--- src/rtl/akt_div.sv ---
// Pipelined restoring divider, one quotient bit per stage, with sideband.
`default_nettype none

module akt_div #(
  parameter int unsigned NW = 62,
  parameter int unsigned DW = 34,
  parameter int unsigned QW = 29,
  parameter int unsigned SW = 8
) (
  input  logic          clk_i,
  input  logic          rst_ni,
  input  logic          en_i,
  input  logic          vld_i,
  input  logic [NW-1:0] num_i,
  input  logic [DW-1:0] den_i,
  input  logic [SW-1:0] side_i,
  output logic          vld_o,
  output logic [QW-1:0] quo_o,
  output logic [SW-1:0] side_o
);

  // expects num_i < den_i * 2^QW
  logic [DW-1:0] rem_q  [QW];
  logic [QW-1:0] nq_q   [QW];
  logic [DW-1:0] den_q  [QW];
  logic [SW-1:0] side_q [QW];
  logic          vld_q  [QW];

  for (genvar k = 0; k < QW; k++) begin : g_step
    logic [DW-1:0] rem_in;
    logic [DW-1:0] den_in;
    logic [QW-1:0] nq_in;
    logic [SW-1:0] side_in;
    logic          vld_in;
    logic [DW:0]   trial;
    logic          take;

    if (k == 0) begin : g_first
      assign rem_in  = DW'(num_i[NW-1:QW]);
      assign nq_in   = num_i[QW-1:0];
      assign den_in  = den_i;
      assign side_in = side_i;
      assign vld_in  = vld_i;
    end else begin : g_next
      assign rem_in  = rem_q[k-1];
      assign nq_in   = nq_q[k-1];
      assign den_in  = den_q[k-1];
      assign side_in = side_q[k-1];
      assign vld_in  = vld_q[k-1];
    end

    assign trial = {rem_in, nq_in[QW-1]};
    assign take  = trial >= {1'b0, den_in};

    always_ff @(posedge clk_i or negedge rst_ni) begin
      if (!rst_ni) begin
        vld_q[k] <= 1'b0;
      end else if (en_i) begin
        vld_q[k] <= vld_in;
      end
    end

    always_ff @(posedge clk_i) begin
      if (en_i) begin
        rem_q[k]  <= take ? (trial[DW-1:0] - den_in) : trial[DW-1:0];
        nq_q[k]   <= {nq_in[QW-2:0], take};
        den_q[k]  <= den_in;
        side_q[k] <= side_in;
      end
    end
  end

  assign vld_o  = vld_q[QW-1];
  assign quo_o  = nq_q[QW-1];
  assign side_o = side_q[QW-1];

endmodule

`default_nettype wire

--- config.mk ---
export PLATFORM = sky130hd
export DESIGN_NAME = akt_div
export DESIGN_NICKNAME = d
export VERILOG_FILES = /design/src/rtl/akt_div.sv
export SDC_FILE = /design/constraint.sdc
export NUM_CORES = 2
export LEC_CHECK = 0
export BUFFER_PORTS_ARGS = -buffer_cell sky130_fd_sc_hd__buf_2
export CAP_MARGIN = 20
export CORE_AREA = 5 5 469 563
export CTS_CLUSTER_SIZE = 10
export DETAILED_ROUTE_END_ITERATION = 10
export DIE_AREA = 0 0 474 568
export PLACE_DENSITY = 0.79
export SKIP_LAST_GASP = 1
export SLEW_MARGIN = 30
export SYNTH_ARGS = -nofsm -noshare
export SYNTH_HDL_FRONTEND = slang
export SYNTH_SLANG_ARGS = --single-unit
--- constraint.sdc ---
create_clock -name clk_i -period 4.2 [get_ports clk_i]
set_input_delay 0.21 -clock clk_i [delete_from_list [all_inputs] [get_ports clk_i]]
set_output_delay 0.21 -clock clk_i [all_outputs]
set_load 0.1 [all_outputs]
Yosys cells after proc, flatten, opt, wreduce, memory -nomap -nowiden
Memories as Yosys holds them, arrays and structs flattened.
Index checks and enable logic that the tools add are counted.
- memories kept: 4
- bits in writable memories: 3045
- input port bits: 108
- output and inout bits: 38
- logic and storage cells: 122
- register bits: 29
- add/subtract/negate cells: 29
- mux-type cells: 31
- $lt $le $gt $ge: 29
- memories (name ; words ; width ; read ports ; clocked after Yosys merged registers in ; write ports ; RTL line ; source):
    den_q ; 29 ; 34 ; 28 ; 0 ; 29 ; 25 ; logic [DW-1:0] den_q [QW];
    rem_q ; 29 ; 34 ; 28 ; 0 ; 29 ; 23 ; logic [DW-1:0] rem_q [QW];
    nq_q ; 29 ; 29 ; 29 ; 0 ; 29 ; 24 ; logic [QW-1:0] nq_q [QW];
    side_q ; 29 ; 8 ; 29 ; 0 ; 29 ; 26 ; logic [SW-1:0] side_q [QW];
- operator list (kind ; number):
    $mux 34 ; 29
    $sub 34x34->34 ; 29
    $ge 35x34->1 ; 28
    $ge 34x34->1 ; 1
    $mux 1 ; 2

Logic depth before layout (Yosys ltp)
An unclocked memory read counts as a cell.
- depth in word-level cells: 3
- depth in mapped cells: 16
- mapped depth without buffers: 14

Worst setup path before layout
OpenSTA, ideal clock, no wires.
- path kind: reg-to-reg
- start: mem nq_q[20][28] (netlist: nq_q[1][144])
- end: mem rem_q[21][26] (netlist: rem_q[2][196]), data pin
- data arrival time: 3330 ps
- slack: 600 ps
- library setup time: 270 ps
- data required time: 3930 ps
- buffers on the path: 0
- clock period less this slack: 3600 ps
- cell stages (with the launch flop): 15
- cells stage by stage: edfxtp_1 > inv_1 > ha_1 > inv_1 > fa_1 > a211oi_1 > o21bai_1 > a21oi_1 > o311ai_0 > o31a_1 > a31oi_1 > o311ai_0 > a221oi_1 > xor2_1 > a21oi_1
- RTL lines (item ; RTL line):
    start, declared ; 24
    end, declared ; 23

==> impl_metrics.prom <==
# TYPE chip_impl_metric gauge
chip_impl_metric{name="finalCoreUtilization",unit=""} 0.666
chip_impl_metric{name="post-route-drc-count",unit=""} 0
chip_impl_metric{name="grt_pass1_vias",unit=""} 101000
chip_impl_metric{name="fin_crit_sh",unit=""} 0.980
chip_impl_metric{name="met2_wirelength",unit="um"} 193000
chip_impl_metric{name="die_area",unit="um^2"} 269000
chip_impl_metric{name="ant_nets",unit=""} 0
chip_impl_metric{name="vias",unit=""} 99400
chip_impl_metric{name="place.port_buffers",unit=""} 145
chip_impl_metric{name="synthesized_net_count",unit=""} 13500
chip_impl_info{name="hold_path.class",value="in2reg"} 1
chip_impl_metric{name="grt_use_total",unit=""} 0.273
chip_impl_metric{name="worst_hold_slack",unit="ns"} 0.0549
chip_impl_metric{name="synth_cell_types",unit=""} 99
chip_impl_metric{name="final_net_count",unit=""} 14100
chip_impl_metric{name="post_syn_instances",unit=""} 12400
chip_impl_metric{name="critPathMaxFanout",unit=""} 3
chip_impl_metric{name="cell_depth_of_the_worst_hold_path",unit=""} 2
chip_impl_metric{name="placement_rows",unit=""} 204
chip_impl_metric{name="initial_utilization",unit=""} 0.598
chip_impl_metric{name="required_time_of_the_critical_path",unit="ns"} 4.81
chip_impl_info{name="tritoncts",value="done"} 1
chip_impl_metric{name="wl_met1",unit="um"} 141000
chip_impl_metric{name="instances_no_fill",unit=""} 16500
chip_impl_info{name="worstSetupStartpointType",value="flip-flop"} 1
chip_impl_info{name="clockRootBuffer",value="sky130_fd_sc_hd__clkbuf_16"} 1
chip_impl_metric{name="detail_route.iter0.violations",unit=""} 7683
chip_impl_metric{name="clock-skew-final",unit="ns"} 0.0516
chip_impl_metric{name="cellLeakagePower",unit="nW"} 68.8
chip_impl_metric{name="power.density_cell_area",unit="nW/um^2"} 783
chip_impl_metric{name="cts.htree.levels",unit=""} 5
chip_impl_metric{name="avgSynthCellArea",unit="um^2"} 12.4
chip_impl_metric{name="post_route_cells_drive_above_1_share",unit=""} 0.113
chip_impl_metric{name="insertion_delay",unit="ns"} 0.87
chip_impl_info{name="critPathKind",value="reg2reg"} 1
chip_impl_metric{name="floorplan.die.height",unit="um"} 568
chip_impl_metric{name="yosys.area.top_type_share",unit=""} 0.581
chip_impl_info{name="yosys-top-cells-area",value="sky130_fd_sc_hd__edfxtp_1 58%, sky130_fd_sc_hd__ha_1 8.0%, sky130_fd_sc_hd__mux2_2 4.0%, sky130_fd_sc_hd__a21oi_1 3.2%, sky130_fd_sc_hd__inv_1 3.1%"} 1
chip_impl_metric{name="place.gp.congestion",unit=""} 0.967
chip_impl_metric{name="timing.final.crit_period",unit="ns"} 4.12
chip_impl_metric{name="detailed_placement_hpwl",unit="um"} 278000
chip_impl_info{name="cell_taking_the_most_area_after_synthesis",value="sky130_fd_sc_hd__edfxtp_1"} 1
chip_impl_metric{name="ys_warn_count",unit=""} 0
chip_impl_metric{name="die_width",unit="um"} 474
chip_impl_metric{name="seq_cells_post_synth",unit=""} 3006
chip_impl_metric{name="globalRoute.totalOverflow",unit=""} 0
chip_impl_metric{name="timing.critical_path.arrival",unit="ns"} 4.73
chip_impl_info{name="setup.worst_path.end_class",value="flip-flop"} 1
chip_impl_metric{name="coreArea",unit="um^2"} 257000
chip_impl_metric{name="vias_per_cell",unit=""} 6.02
chip_impl_metric{name="critical-path-max-stage-delay",unit="ns"} 0.61
chip_impl_metric{name="number_of_flops_mapped_to_enable_cells_by_yosys",unit=""} 2977
chip_impl_metric{name="wire_length_of_the_first_global_routing_pass",unit="um"} 574000
chip_impl_metric{name="first_pass_iters",unit=""} 7
chip_impl_info{name="worstPathCellList",value="inv_1 > ha_1 > inv_1 > fa_1 > a211oi_1 > nor2_1 > nor4_1 > o31ai_1 > o2111ai_1 > a21oi_1 > o21a_1 > o41ai_1 > xor2_1 > o21ai_0"} 1
chip_impl_metric{name="reg2regPathDepth",unit=""} 14
chip_impl_metric{name="synth-seq-area-share",unit=""} 0.586
chip_impl_metric{name="drv_cap",unit=""} 0
chip_impl_metric{name="hold_viol_final",unit=""} 0
chip_impl_metric{name="cts.clk_slew.worst_paths",unit="ns"} 0.05
chip_impl_info{name="synth_flop_cell",value="sky130_fd_sc_hd__edfxtp_1"} 1
chip_impl_metric{name="wl_per_cell",unit="um"} 22.7
chip_impl_info{name="dr_top_layer",value="met4"} 1
chip_impl_metric{name="io-pin-count",unit=""} 146
chip_impl_metric{name="synthesis.area",unit="um^2"} 154000
chip_impl_metric{name="ir_drop",unit="mV"} 0.437
chip_impl_metric{name="async_reset_ff_frac",unit=""} 0.00965
chip_impl_metric{name="sinks_on_the_clock_net",unit=""} 3006
chip_impl_metric{name="worstMarginPinSlew",unit="ns"} 0.989
chip_impl_metric{name="report.final.slew_viol_count",unit=""} 0
chip_impl_metric{name="areaGrowthSynthToFinish",unit="%"} 11.4
chip_impl_metric{name="post-place-cells",unit=""} 15900
chip_impl_metric{name="clockBufferDepth",unit=""} 4
chip_impl_metric{name="grt_antenna_before_repair",unit=""} 4
chip_impl_info{name="crit_path_frequent_cell",value="sky130_fd_sc_hd__inv_1"} 1
chip_impl_metric{name="grt_start_max_net_pins",unit=""} 172
chip_impl_metric{name="post-cts-setup-buffer-count",unit=""} 0
chip_impl_metric{name="nFillCells",unit=""} 18500
chip_impl_metric{name="routed-wl-met3",unit="um"} 17100
chip_impl_info{name="status",value="finished clean"} 1
chip_impl_metric{name="finalSetupTns",unit="ns"} 0
chip_impl_metric{name="cts_made_buffers",unit=""} 351
chip_impl_metric{name="max_freq",unit="MHz"} 243
chip_impl_info{name="critical_path.slowest_cell",value="sky130_fd_sc_hd__nor4_1"} 1
chip_impl_metric{name="totalWireLength",unit="um"} 374000
chip_impl_metric{name="timing.slew.headroom",unit=""} 0.335
chip_impl_metric{name="finish_stage_setup_viols",unit=""} 0
## repair_timing
| action | 4_1_cts | 5_1_grt |
|---|---|---|
| resized for setup | 0 | 18 |
| endpoints found under the hold margin | 152 | 0 |
| hold buffers | 125 | 0 |
| endpoints found under the setup margin | 0 | 122 |
## cell usage after synthesis (133+ instances only)
master,instances
sky130_fd_sc_hd__mux2_2,547
sky130_fd_sc_hd__clkbuf_1,174
sky130_fd_sc_hd__xnor2_1,488
sky130_fd_sc_hd__xor2_1,314
sky130_fd_sc_hd__nand4_1,165
sky130_fd_sc_hd__o21bai_1,133
sky130_fd_sc_hd__inv_1,1263
sky130_fd_sc_hd__o21ai_0,601
sky130_fd_sc_hd__nor2_1,676
sky130_fd_sc_hd__nor3_1,149
sky130_fd_sc_hd__a21oi_1,995
sky130_fd_sc_hd__edfxtp_1,2977
sky130_fd_sc_hd__ha_1,986
sky130_fd_sc_hd__nand3_1,168
sky130_fd_sc_hd__nand2_1,591
sky130_fd_sc_hd__a21o_1,518
## per-stage QoR
step,total power [mW],instance area (um^2),setup WS [ns]
6_report,134,171000,0.0825
3_5_place_dp,107,160000,0.118
2_1_floorplan,89.2,154000,0.600
4_1_cts,134,171000,0.0646
5_1_grt,142,171000,-0.0626
3_3_place_gp,106,160000,0.146
## where the power goes
part           switching (mW)  leakage (nW)  internal [mW]
registers                5.02          29.4           43.1
logic                    32.7          34.7           26.8
clock network            11.4          4.66           15.3
## final cells by class
cell class | count | area (um^2) | share of cell area
antenna | 5 | 12.5 | 0.0000730
clock buffer | 396 | 9020 | 0.0526
clock inverter | 46 | 544 | 0.00318
inverter | 1264 | 4740 | 0.0277
multi-input combinational | 7860 | 58100 | 0.339
sequential | 3006 | 90100 | 0.526
tap | 3399 | 4250 | 0.0248
timing repair buffer | 529 | 4590 | 0.0268
## critical path, delay by kind of cell (launching register included)
kind | cells | cell delay, ns
flops | 1 | 0.39
xor+xnor | 1 | 0.17
simple gates | 2 | 0.73
compound gates | 7 | 1.86
fa+ha+maj | 2 | 0.60
buf+inv | 2 | 0.14
## path summary, 6_finish.rpt
check	slack [ns]	endpoint	from
max	0.08	rem_q[2][236]	nq_q[1][173]
min	0.05	nq_q[0][2]	num_i[1]
max reg2reg	0.08	rem_q[2][236]	nq_q[1][173]
min reg2reg	0.39	nq_q[1][122]	nq_q[1][92]
max in group asynchronous	3.69	g_step[27].vld_in	rst_ni
min in group asynchronous	0.35	g_step[5].vld_in	rst_ni
## flip-flops by register name, indices dropped and copies added, names as in the netlist
signal,flops
den_q,952
rem_q,952
nq_q,841
side_q,232
g_step.vld_in,28
vld_o,1
## cell families after synthesis
group,share of synthesized area
simple gates,0.0736
mux,0.0451
compound gates,0.128
fa+ha+maj,0.0838
buf+inv,0.0381
flops,0.586
xor+xnor,0.0457
## placed cells by master, fill, tap and decap left out, types with 94 or more instances in the layout
master | synthesis | layout
sky130_fd_sc_hd__nor3_1 | 149 | 149
sky130_fd_sc_hd__dlygate4sd3_1 | 0 | 124
sky130_fd_sc_hd__xnor2_1 | 488 | 488
sky130_fd_sc_hd__a21o_1 | 518 | 516
sky130_fd_sc_hd__mux2_2 | 547 | 547
sky130_fd_sc_hd__o21ai_0 | 601 | 598
sky130_fd_sc_hd__nand2b_1 | 111 | 111
sky130_fd_sc_hd__nand2_1 | 591 | 591
sky130_fd_sc_hd__buf_2 | 50 | 144
sky130_fd_sc_hd__nand3_1 | 168 | 168
sky130_fd_sc_hd__a21oi_1 | 995 | 994
sky130_fd_sc_hd__o21a_1 | 114 | 114
sky130_fd_sc_hd__edfxtp_1 | 2977 | 2977
sky130_fd_sc_hd__a31oi_1 | 102 | 97
sky130_fd_sc_hd__inv_1 | 1263 | 1263
sky130_fd_sc_hd__nor2b_1 | 117 | 117
sky130_fd_sc_hd__xor2_1 | 314 | 314
sky130_fd_sc_hd__nor2_1 | 676 | 675
sky130_fd_sc_hd__buf_4 | 13 | 207
sky130_fd_sc_hd__nand4_1 | 165 | 165
sky130_fd_sc_hd__a211oi_1 | 98 | 94
sky130_fd_sc_hd__clkbuf_16 | 0 | 354
sky130_fd_sc_hd__o21bai_1 | 133 | 133
sky130_fd_sc_hd__ha_1 | 986 | 986
## routing by layer
| metal | up-vias | GRT usage |
|---|---|---|
| li1 | 47100 | - |
| met1 | 48200 | 0.318 |
| met2 | 3071 | 0.493 |
| met3 | 981 | 0.0328 |
| met4 | 0 | 0.146 |
| met5 | - | 0 |
Note: power is estimated with default switching activity, not from simulation.
